$ cat src/hdl/fasca_pkg.sv
// Shared types and codes for the frame allocator with second-chance and aging replacement.
`timescale 1ns / 1ps

package fasca_pkg;

  localparam int REQ_W   = 2;
  localparam int INDEX_W = 6;
  localparam int KIND_W  = 2;
  localparam int OWNER_W = 6;
  localparam int VPAGE_W = 20;
  localparam int AGEV_W  = 16;
  localparam int STAT_W  = 2;
  localparam int POL_W   = 2;

  localparam logic [REQ_W-1:0] REQ_ALLOC   = 2'd0;
  localparam logic [REQ_W-1:0] REQ_MARK    = 2'd1;
  localparam logic [REQ_W-1:0] REQ_AGE     = 2'd2;
  localparam logic [REQ_W-1:0] REQ_RELEASE = 2'd3;

  localparam logic [STAT_W-1:0] ST_FREE   = 2'd0;
  localparam logic [STAT_W-1:0] ST_VICTIM = 2'd1;
  localparam logic [STAT_W-1:0] ST_NONE   = 2'd2;
  localparam logic [STAT_W-1:0] ST_ACK    = 2'd3;

  localparam logic [POL_W-1:0] POL_SC  = 2'd0;
  localparam logic [POL_W-1:0] POL_AGE = 2'd1;

  localparam logic [KIND_W-1:0] KIND_PAGE = 2'd0;

  typedef enum logic [7:0] {
    S_CLR    = 8'b0000_0001,
    S_IDLE   = 8'b0000_0010,
    S_SCAN   = 8'b0000_0100,
    S_DECIDE = 8'b0000_1000,
    S_SWEEP  = 8'b0001_0000,
    S_VREAD  = 8'b0010_0000,
    S_OPRD   = 8'b0100_0000,
    S_COMMIT = 8'b1000_0000
  } state_t;

endpackage

$ cat src/hdl/fasca_ram.sv
// Generic simple dual-port RAM with one write port and one registered read port.
`timescale 1ns / 1ps

module fasca_ram #(
  parameter int WIDTH = 8,
  parameter int DEPTH = 64
) (
  input  logic                     clk,
  input  logic                     we,
  input  logic [$clog2(DEPTH)-1:0] waddr,
  input  logic [WIDTH-1:0]         wdata,
  input  logic                     re,
  input  logic [$clog2(DEPTH)-1:0] raddr,
  output logic [WIDTH-1:0]         rdata
);

  logic [WIDTH-1:0] mem [DEPTH];

  always_ff @(posedge clk) begin
    if (we) begin
      mem[waddr] <= wdata;
    end
    if (re) begin
      rdata <= mem[raddr];
    end
  end

endmodule

$ cat src/hdl/frame_allocator_second_chance_aging_core.sv
// Top level of the physical frame allocator with second-chance and aging replacement.
//
// Requests arrive as beats on the s_ channel and each one returns exactly one result beat
// on the m_ channel. The replacement policy is written through the APB port at address 0.
// The frame table lives in one RAM with a registered read, walked by a single sequencer
// with one age comparator. An allocate request scans frames from 0 and stops at the first
// unused one. On a full table the scan covers every frame, and under second-chance
// replacement a pass that clears referenced bits may follow; then come the decision, a
// victim read where a victim is chosen, and the commit. Mark, load-age and release requests
// read their entry and then commit. The block takes one request at a time; s_tready is high
// only while it waits for a new request. After reset the block clears every table entry
// with s_tready low; APB writes are taken at any time. A finished result waits in the output
// register, and the block accepts the next request meanwhile; it holds its next result until
// the receiver takes the previous one.
`timescale 1ns / 1ps

module frame_allocator_second_chance_aging_core
  import fasca_pkg::*;
#(
  parameter int FRAMES   = 64,
  parameter int AGE_BITS = 16
) (
  input  logic        clk,
  input  logic        rst,
  input  logic        s_tvalid,
  output logic        s_tready,
  // frame_index, frame_kind, pinned, owner_id, virtual_page, age_value, zero fill
  input  logic [55:0] s_tdata,
  // req_type
  input  logic [1:0]  s_tuser,
  output logic        m_tvalid,
  input  logic        m_tready,
  // result_frame, evicted_owner, evicted_page
  output logic [31:0] m_tdata,
  // status
  output logic [1:0]  m_tuser,
  input  logic        psel,
  input  logic        penable,
  input  logic        pwrite,
  input  logic [2:0]  paddr,
  input  logic [31:0] pwdata,
  output logic [31:0] prdata,
  output logic        pready
);

  localparam int IW      = $clog2(FRAMES);
  localparam int REF_BIT = 4;
  localparam int AGE_LO  = 5;
  localparam int OWN_LO  = AGE_LO + AGE_BITS;
  localparam int VPG_LO  = OWN_LO + OWNER_W;
  localparam int EW      = VPG_LO + VPAGE_W;
  localparam logic [IW:0] FRAMES_W = (IW+1)'(FRAMES);
  localparam logic [IW:0] LAST_W   = (IW+1)'(FRAMES - 1);

  state_t state, state_next;

  logic [POL_W-1:0]    policy;
  logic [IW:0]         cnt;
  logic                d_valid;
  logic [IW-1:0]       d_idx;
  logic                free_found, cand_found, sc_found, ag_found;
  logic [IW-1:0]       free_idx, first_idx, sc_idx, ag_idx, pick;
  logic [AGE_BITS-1:0] ag_age;
  logic [STAT_W-1:0]   status_r;
  logic [IW:0]         clr_end;

  logic [REQ_W-1:0]    req_r;
  logic [INDEX_W-1:0]  idx_r;
  logic [KIND_W-1:0]   kind_r;
  logic                pin_r;
  logic [OWNER_W-1:0]  owner_r;
  logic [VPAGE_W-1:0]  vpage_r;
  logic [AGEV_W-1:0]   agev_r;

  logic                ram_we, ram_re;
  logic [IW-1:0]       ram_waddr, ram_raddr;
  logic [EW-1:0]       ram_wdata, rdata;

  logic                r_used, r_pin, r_ref, r_cand;
  logic [KIND_W-1:0]   r_kind;
  logic [AGE_BITS-1:0] r_age;
  logic [OWNER_W-1:0]  r_owner;
  logic [VPAGE_W-1:0]  r_vpage;

  logic                accept, slot_free, commit, is_alloc, idx_ok, sweep_last;
  logic [IW-1:0]       idx_addr;
  logic [IW:0]         sc_end;
  logic [EW-1:0]       alloc_entry, mark_entry, age_entry, commit_entry;

  fasca_ram #(.WIDTH(EW), .DEPTH(FRAMES)) u_table (
    .clk   (clk),
    .we    (ram_we),
    .waddr (ram_waddr),
    .wdata (ram_wdata),
    .re    (ram_re),
    .raddr (ram_raddr),
    .rdata (rdata)
  );

  assign r_used  = rdata[0];
  assign r_kind  = rdata[2:1];
  assign r_pin   = rdata[3];
  assign r_ref   = rdata[REF_BIT];
  assign r_age   = rdata[OWN_LO-1:AGE_LO];
  assign r_owner = rdata[VPG_LO-1:OWN_LO];
  assign r_vpage = rdata[EW-1:VPG_LO];
  assign r_cand  = r_used && !r_pin && (r_kind == KIND_PAGE);

  assign pready    = 1'b1;
  assign prdata    = paddr[2] ? 32'd0 : {30'd0, policy};
  assign s_tready  = (state == S_IDLE);
  assign accept    = s_tvalid && s_tready;
  assign slot_free = !m_tvalid || m_tready;
  assign commit    = (state == S_COMMIT) && slot_free;
  assign is_alloc  = (req_r == REQ_ALLOC);
  assign idx_ok    = 32'(idx_r) < FRAMES;
  assign idx_addr  = IW'(idx_r);
  assign sc_end    = sc_found ? {1'b0, sc_idx} : FRAMES_W;
  assign sweep_last = d_valid && ({1'b0, d_idx} == clr_end - (IW+1)'(1));

  assign alloc_entry = {vpage_r, owner_r, {AGE_BITS{1'b0}}, 1'b0, pin_r, kind_r, 1'b1};
  assign mark_entry  = rdata | (EW'(1) << REF_BIT);
  assign age_entry   = {rdata[EW-1:OWN_LO], AGE_BITS'(agev_r), rdata[AGE_LO-1:0]};

  always_comb begin
    unique case (req_r)
      REQ_ALLOC:   commit_entry = alloc_entry;
      REQ_MARK:    commit_entry = mark_entry;
      REQ_AGE:     commit_entry = age_entry;
      REQ_RELEASE: commit_entry = '0;
      default:     commit_entry = '0;
    endcase
  end

  always_comb begin
    state_next = state;
    ram_re     = 1'b0;
    ram_raddr  = cnt[IW-1:0];
    ram_we     = 1'b0;
    ram_waddr  = d_idx;
    ram_wdata  = rdata & ~(EW'(1) << REF_BIT);
    unique case (state)
      S_CLR: begin
        ram_we    = 1'b1;
        ram_waddr = cnt[IW-1:0];
        ram_wdata = '0;
        if (cnt == LAST_W) begin
          state_next = S_IDLE;
        end
      end
      S_IDLE: begin
        if (accept) begin
          state_next = (s_tuser == REQ_ALLOC) ? S_SCAN : S_OPRD;
        end
      end
      S_SCAN: begin
        ram_re = (cnt < FRAMES_W);
        if (d_valid && (!r_used || ({1'b0, d_idx} == LAST_W))) begin
          state_next = S_DECIDE;
        end
      end
      S_DECIDE: begin
        if (free_found) begin
          state_next = S_COMMIT;
        end else if (policy == POL_SC && cand_found) begin
          state_next = (sc_end != '0) ? S_SWEEP : S_VREAD;
        end else if (policy == POL_AGE && ag_found) begin
          state_next = S_VREAD;
        end else begin
          state_next = S_COMMIT;
        end
      end
      S_SWEEP: begin
        ram_re = (cnt < clr_end);
        ram_we = d_valid && r_cand && r_ref;
        if (sweep_last) begin
          state_next = S_VREAD;
        end
      end
      S_VREAD: begin
        ram_re     = 1'b1;
        ram_raddr  = pick;
        state_next = S_COMMIT;
      end
      S_OPRD: begin
        ram_re     = 1'b1;
        ram_raddr  = idx_addr;
        state_next = S_COMMIT;
      end
      S_COMMIT: begin
        ram_we    = slot_free && (is_alloc ? (status_r != ST_NONE) : idx_ok);
        ram_waddr = is_alloc ? pick : idx_addr;
        ram_wdata = commit_entry;
        if (slot_free) begin
          state_next = S_IDLE;
        end
      end
      default: begin
        state_next = S_IDLE;
      end
    endcase
  end

  always_ff @(posedge clk) begin
    if (rst) begin
      state    <= S_CLR;
      cnt      <= '0;
      d_valid  <= 1'b0;
      m_tvalid <= 1'b0;
      policy   <= POL_SC;
    end else begin
      state   <= state_next;
      d_valid <= ram_re;
      d_idx   <= ram_raddr;

      if (psel && penable && pwrite && !paddr[2]) begin
        policy <= pwdata[1:0];
      end

      if (commit) begin
        m_tvalid <= 1'b1;
      end else if (m_tready) begin
        m_tvalid <= 1'b0;
      end

      unique case (state)
        S_CLR: begin
          cnt <= cnt + (IW+1)'(1);
        end
        S_IDLE: begin
          if (accept) begin
            req_r      <= s_tuser;
            idx_r      <= s_tdata[5:0];
            kind_r     <= s_tdata[7:6];
            pin_r      <= s_tdata[8];
            owner_r    <= s_tdata[14:9];
            vpage_r    <= s_tdata[34:15];
            agev_r     <= s_tdata[50:35];
            cnt        <= '0;
            free_found <= 1'b0;
            cand_found <= 1'b0;
            sc_found   <= 1'b0;
            ag_found   <= 1'b0;
          end
        end
        S_SCAN: begin
          if (ram_re) begin
            cnt <= cnt + (IW+1)'(1);
          end
          if (d_valid) begin
            if (!r_used) begin
              free_found <= 1'b1;
              free_idx   <= d_idx;
            end else if (r_cand) begin
              if (!cand_found) begin
                cand_found <= 1'b1;
                first_idx  <= d_idx;
              end
              if (!r_ref && !sc_found) begin
                sc_found <= 1'b1;
                sc_idx   <= d_idx;
              end
              if (!ag_found || r_age < ag_age) begin
                ag_found <= 1'b1;
                ag_idx   <= d_idx;
                ag_age   <= r_age;
              end
            end
          end
        end
        S_DECIDE: begin
          cnt     <= '0;
          clr_end <= sc_end;
          if (free_found) begin
            pick     <= free_idx;
            status_r <= ST_FREE;
          end else if (policy == POL_SC && cand_found) begin
            pick     <= sc_found ? sc_idx : first_idx;
            status_r <= ST_VICTIM;
          end else if (policy == POL_AGE && ag_found) begin
            pick     <= ag_idx;
            status_r <= ST_VICTIM;
          end else begin
            pick     <= '0;
            status_r <= ST_NONE;
          end
        end
        S_SWEEP: begin
          if (ram_re) begin
            cnt <= cnt + (IW+1)'(1);
          end
        end
        S_COMMIT: begin
          if (commit) begin
            if (is_alloc) begin
              m_tuser <= status_r;
              m_tdata[5:0] <= (status_r == ST_NONE) ? 6'd0 : INDEX_W'(pick);
              m_tdata[11:6] <= (status_r == ST_VICTIM) ? r_owner : 6'd0;
              m_tdata[31:12] <= (status_r == ST_VICTIM) ? r_vpage : 20'd0;
            end else begin
              m_tuser        <= ST_ACK;
              m_tdata[5:0]   <= idx_r;
              m_tdata[11:6]  <= 6'd0;
              m_tdata[31:12] <= 20'd0;
            end
          end
        end
        default: begin
        end
      endcase
    end
  end

`ifndef ASSERT_OFF
  a_busy_after_accept: assert property (@(posedge clk) disable iff (rst)
    accept |=> !s_tready)
    else $error("block still ready after accepting a request");

  a_no_write_idle: assert property (@(posedge clk) disable iff (rst)
    (state == S_IDLE) |-> !ram_we)
    else $error("table written while idle");

  a_none_frame_zero: assert property (@(posedge clk) disable iff (rst)
    (m_tvalid && m_tuser == ST_NONE) |-> (m_tdata == 32'd0))
    else $error("no-frame result carries a frame or eviction data");

  a_sweep_bound: assert property (@(posedge clk) disable iff (rst)
    (state == S_SWEEP) |-> (clr_end != '0 && status_r == ST_VICTIM))
    else $error("referenced-bit sweep entered without a victim");

  a_commit_from_read: assert property (@(posedge clk) disable iff (rst)
    ((state == S_COMMIT) && $past(state) == S_IDLE) |-> 1'b0)
    else $error("commit reached without a table read or scan");
`endif

endmodule

$ cat config.mk
export PLATFORM = sky130hd
export DESIGN_NAME = frame_allocator_second_chance_aging_core
export DESIGN_NICKNAME = d
export VERILOG_FILES = /design/src/hdl/fasca_pkg.sv /design/src/hdl/fasca_ram.sv /design/src/hdl/frame_allocator_second_chance_aging_core.sv
export SDC_FILE = /design/constraint.sdc
export NUM_CORES = 2
export LEC_CHECK = 0
export BUFFER_PORTS_ARGS = -buffer_cell sky130_fd_sc_hd__buf_2
export CELL_PAD_IN_SITES_DETAIL_PLACEMENT = 0
export CELL_PAD_IN_SITES_GLOBAL_PLACEMENT = 1
export CORE_MARGIN = 3
export CORE_UTILIZATION = 50
export CTS_CLUSTER_SIZE = 24
export DETAILED_ROUTE_END_ITERATION = 8
export PLACE_DENSITY = 0.82
export SYNTH_ARGS = -nofsm -noshare
export SYNTH_HDL_FRONTEND = slang
export SYNTH_HIERARCHICAL = 1
export SYNTH_SLANG_ARGS = --single-unit
$ cat constraint.sdc
create_clock -name clk -period 6 [get_ports clk]
set_input_delay 0 -clock clk [delete_from_list [all_inputs] [get_ports clk]]
set_output_delay 0 -clock clk [all_outputs]
set_load 0.02 [all_outputs]
Yosys cells after proc, flatten, opt, wreduce, memory -nomap -nowiden
Memory sizes are Yosys's and may differ from the RTL's. A register that Yosys moved wholly into a read port is not among the register bits. Cells that the tools add are included. Widths: inputs -> output; s select.

Logic and storage cells: 172. Bits in writable memories: 3008. Output and inout port bits: 69. Memories kept: 1. Bits in registers: 171.

Memory list: u_table.mem (depth 64, width 47, rd ports 1, clocked after memory_dff 1, write ports 1, RTL line fasca_ram.sv:17) `logic [WIDTH-1:0] mem [DEPTH];`.

Multiplexer cells: 54. Equal/unequal tests: 30. Reduce and logical (&&, ||, !) cells: 50. Magnitude comparators: 3. Bitwise operators: 3. Add/subtract/negate cells: 2.

Operator list (count): $pmux 47 s4 (1); $pmux 47 s2 (1); $mux 8 (8); $pmux 8 s7 (1); $mux 6 (8); $mux 7 (4); $pmux 7 s4 (1); $pmux 6 s2 (2); $reduce_and 6->1 (4); $mux 1 (20); $ne 2x2->1 const B (10); $lt 16x16->1 (1); $logic_and 1x1->1 (15); $reduce_and 7->1 (2); $reduce_and 5->1 (2); $reduce_and 3->1 (3); $eq 8x1->1 const B (1); $eq 8x2->1 const B (1); $eq 8x3->1 const B (1); $eq 8x4->1 const B (1); $eq 8x5->1 const B (1); $eq 8x6->1 const B (1); $eq 8x7->1 const B (1); $eq 8x8->1 const B (1); 23 further kinds (51).

Logic depth before layout (Yosys ltp)
Word-level depth: 8. Gate-level depth with buffers: 16. Mapped depth without buffers: 10.

Modules after synthesis
Netlist, hierarchy kept.

By module, submodules not included: fasca_ram (cells each 4840, sequential area each 91738.0 sq um, times used 1, area an instance 115525.8 sq um); frame_allocator_second_chance_aging_core (cells each 773, sequential area each 4944.7 sq um, times used 1, area an instance 8714.6 sq um).

Worst setup path after synthesis
Ideal clock, no wire load.

Path kind: flip-flop to flip-flop. Start: register state[1]. End: memory u_table/mem[28][0] (netlist name) (enable). Required time: 5548 ps. Cell stages (with the launch flop): 12. Data arrival time: 4795 ps. Library setup time: 452 ps. Setup slack: 753 ps. Path buffers: 3. Cell sequence: dfxtp_1 or4_4 nor3_2 nand2_1 clkbuf_1 a21oi_1 a221o_1 clkbuf_1 or3b_2 or2_2 clkbuf_1 nor2_1.

Elaborated cells on any way between the ends: 7. Classes of those cells: eq/ne: 3; mux: 4.

RTL lines: from (decl) (RTL line frame_allocator_second_chance_aging_core.sv:55) `state_t state, state_next;`; from (signal assigned) (RTL line frame_allocator_second_chance_aging_core.sv:212) `state <= state_next;`; $eq 8x8->1 or $eq 8x1->1 (tied branches) (RTL line frame_allocator_second_chance_aging_core.sv:142) `unique case (state)`; $pmux 6 s2 (*) (RTL line frame_allocator_second_chance_aging_core.sv:142); named net ram_waddr[2] (RTL line frame_allocator_second_chance_aging_core.sv:76) `logic [IW-1:0] ram_waddr, ram_raddr;`; to (decl) (RTL line fasca_ram.sv:17).

Mark *: on every way through the listed nets, which the timed path passes. The rest lies on a longest branch.

Worst setup path after layout
Start: register state[7]. End: register u_table.rdata[32] (read register of u_table.mem), data pin.

Elaborated cells on any way between the ends: 7. Classes of those cells: eq/ne: 4; mux: 2; reduce/logical: 1.

RTL lines: $eq 8x7->1 or $eq 8x6->1 (tied branches) (RTL line frame_allocator_second_chance_aging_core.sv:142); $pmux 6 s2 (*) (RTL line frame_allocator_second_chance_aging_core.sv:142); named net ram_raddr[0] (RTL line frame_allocator_second_chance_aging_core.sv:76); to (decl) (RTL line fasca_ram.sv:14) `output logic [WIDTH-1:0] rdata`.

Marks and branches as above. A chain may end at the register's enable or synchronous reset.

==> summary.txt <==
Status
  • Outcome: complete, no violations

Critical path
  • Worst flop-to-flop path startpoint: state[7]$_SDFFE_PP0P_
  • Crit path largest cell delay: 690 ps
  • Critical path's slowest cell: a21oi_4
  • Type of origin of the critical path: register
  • Reg2reg path depth: 13
  • Crit-path cells: nor4_4, nand2_1, nor2_1, o22ai_1, a21oi_4, buf_4, buf_4, mux2i_1, a22oi_1, a41o_1, o32ai_1, nor3_1, buf_4
  • Data arrival, critical path: roughly 6000 ps
  • Most frequent CP cell: buf_4
  • Setup Crit Path Kind: reg -> reg
  • Critical Path Sink Type: register
  • Required @ worst endpoint: around 6700 ps
  • FF-to-FF End: u_table/rdata[32]$_DFFE_PP_
  • R2R setup slack: about 610 ps
  • Worst-path maximum fanout: 31

Timing
  • Hold_ws: approximately 80 ps
  • Setup TNS Final: 0 ps
  • Final setup margin: around 610 ps
  • RSZ-0062 raised after global routing: false
  • Worst-margin pin slew: between 1000 and 1500 ps
  • Final min period: between 5000 and 6000 ps
  • Endpoints failing setup: 0
  • Clock Skews: between 40 and 50 ps
  • Final period utilization: approximately 90%
  • F_max: approximately 190 MHz
  • Slew Viols, Final: 0
  • Rel. slew slack: slightly above 10%
  • Fin. Hold Viols: 0

Route
  • DR WL/cell: roughly 32 um
  • Via Count: slightly above 60000
  • DRC: 0
  • Final ANT Viol Nets: 0
  • Initial DRC count: 8315
  • Drt via density: between 6 and 7
  • DRT Pass-1 Iters: 7
  • Post-Route WL: a little over 300 mm

Floorplanning
  • Die W: a little over 500 um
  • Initial Util: about 50%
  • Rows: 182
  • Die area: ~250000 um2
  • I/O pins: ~170
  • Die Span Y: 504 um
  • Core Box Area: about 250000 um2

Clock tree
  • Max clock buf depth: 4
  • Worst skew pair latency: between 900 and 1000 ps
  • CTS tree: built
  • Root Driver: clkbuf_16
  • Total CTS buffers: 320
  • Clock-pin slew on the worst setup and hold paths: roughly 60 ps
  • H-tree depth: 5
  • Clk sinks: 3226

Placed design
  • DP HPWL: about 170 mm
  • Dpl ws: about 700 ps
  • Buffers on Ports: 100
  • GPL Wtd Cong: ~0.87

Logic synthesis
  • Async set or reset register ratio after synthesis: 0%
  • Synthesized cell area: about 120000 um2
  • Synth Warn #: 6
  • Sequential share of the synthesized area: 77.8%
  • Netlist cell types: 73
  • Post-Syn Area per Cell: 22.1 um2
  • Gate Count Post-Synth: 5613
  • Primary FF master, synth: edfxtp_1
  • Post-synth EDFFs: between 3000 and 4000
  • #FFs+latches synth: 3226

Power
  • Power density cells: ~370 nW/um2
  • Max rail drop VDD: 0.000338 V
  • Cell leakage power: around 0.045 uW

Global routing
  • Grt ovf: 0
  • GRT Util Overall: about a quarter
  • Vias in the first global route: 62600
  • First-pass GRT wire length: ~440 mm
  • Largest net degree at the start of global routing: 95
  • Initial antenna violation count: 7

Worst hold path
  • Hold endpoint: state[7]$_SDFFE_PP0P_
  • HP Class: in -> reg
  • WHS Path Cells: 3
  • Hold_sp: rst

Final layout
  • Share of cells above drive strength 1: about 27%
  • Area Growth Syn to Fin: 14.3%
  • Fin nets: 6233
  • Commonest non-fill, non-tap cell in the layout: edfxtp_1
  • Commonest non-fill, non-tap cells in the layout: edfxtp_1, mux4_2, clkbuf_16, buf_4, mux2i_1

Flow run
  • Max Cap Viol: 0
[through the flow]
stage               std cells  area, um2  util [%]  power, uW
floorplan                5642     124000         -      31600
finish                   9636     142000      57.6      52700
detailed placement       8980     131000      53.2      34200
CTS                      9635     142000      57.6      53000
global placement         8980     131000      53.2      34000
global route             9636     142000      57.6      54300
[Yosys cell counts, types with 8 or more instances]
cell type / instances / area share, %
buf_4: 49 / 0.30
nand2b_1: 19 / 0.096
buf_1: 29 / 0.088
o21ai_0: 39 / 0.16
dfxtp_1: 19 / 0.31
edfxtp_1: 3207 / 78
a21oi_1: 152 / 0.61
inv_1: 38 / 0.11
o221ai_1: 39 / 0.27
nand2_1: 97 / 0.29
and2_1: 38 / 0.19
nor2b_1: 24 / 0.12
a311oi_1: 12 / 0.085
nand3b_1: 8 / 0.048
or3_1: 11 / 0.055
ha_1: 23 / 0.23
and3_1: 12 / 0.060
buf_6: 8 / 0.073
a22oi_1: 18 / 0.11
buf_2: 96 / 0.39
nor3_1: 17 / 0.068
nand4_1: 8 / 0.040
nor2_1: 226 / 0.68
mux2i_1: 176 / 1.4
or2_2: 10 / 0.050
nand3_1: 20 / 0.081
clkbuf_1: 156 / 0.47
a22o_1: 20 / 0.14
o22ai_1: 129 / 0.65
mux4_2: 798 / 14
[worst max-delay path by stage]
stage          slack [ps]  depth (start not counted)                  start                           end
2_1_floorplan         750                         11  state[1]$_SDFFE_PP0P_  u_table/mem[28][0]$_DFFE_PP_
3_3_place_gp          910                         12  state[7]$_SDFFE_PP0P_   u_table/rdata[27]$_DFFE_PP_
3_5_place_dp          700                         12  state[7]$_SDFFE_PP0P_    u_table/rdata[4]$_DFFE_PP_
4_1_cts               670                         12  state[7]$_SDFFE_PP0P_    u_table/rdata[4]$_DFFE_PP_
5_1_grt               360                         12  state[7]$_SDFFE_PP0P_    u_table/rdata[4]$_DFFE_PP_
6_report              610                         13  state[7]$_SDFFE_PP0P_   u_table/rdata[32]$_DFFE_PP_
[power by group]
| part | internal, uW | switching (uW) |
|---|---|---|
| Sequential | 25700 | 141 |
| Combinational | 3430 | 4600 |
| Clock | 10800 | 8060 |
| Total | 39900 | 12800 |
[sequential cells by signal, summed over array words and instances (netlist names), 6 cells and up]
register / flops
pick: 6
free_idx: 6
u_table/rdata: 47
vpage_r: 20
owner_r: 6
state: 8
d_idx: 6
ag_idx: 6
idx_addr: 6
cnt: 7
agev_r: 16
clr_end: 7
sc_idx: 6
m_tdata: 32
first_idx: 6
ag_age: 16
u_table/mem: 3008
[kinds of logic after synthesis]
logic type      after synthesis  share of synthesized area (%)
compound gates              477                           2.52
xor+xnor                     12                         0.0846
fa+ha+maj                    24                          0.240
buf+inv                     379                           1.44
flops                      3226                           77.8
mux                         975                           15.9
other cells                   2                        0.00604
simple gates                518                           2.00
[worst max-delay path: cells and delay by family (launching register included)]
kind,cells,cell delay [ps]
flip-flops,1,410
multiplexers,1,250
buffers and inverters,3,1340
AO/OA/AOI/OAI,5,1670
AND/OR/NAND/NOR,4,1370
[layer usage]
metal,share of wire [%],GRT usage [%],vias up
met1,36,32.7,32400
li1,-,-,24600
met3,11,5.34,579
met5,0.0069,0,-
met4,3.2,7.53,4
met2,49,38.3,3831
[cell type report]
cell class	instances	area (um2)
antenna	1	2.50
clock buffer	379	8270
clock inverter	156	1350
fill	16900	105000
inverter	41	154
multi-input combinational	2037	26800
sequential	3226	96700
tap	3312	4140
timing repair buffer	484	4520
[repair_timing]
item | CTS | global route
setup buffers | 0 | 0
hold buffers | 120 | 0
endpoints found under the hold margin | 162 | 0
gates resized for setup | 0 | 0
Note: power is estimated with default switching activity, not from simulation.
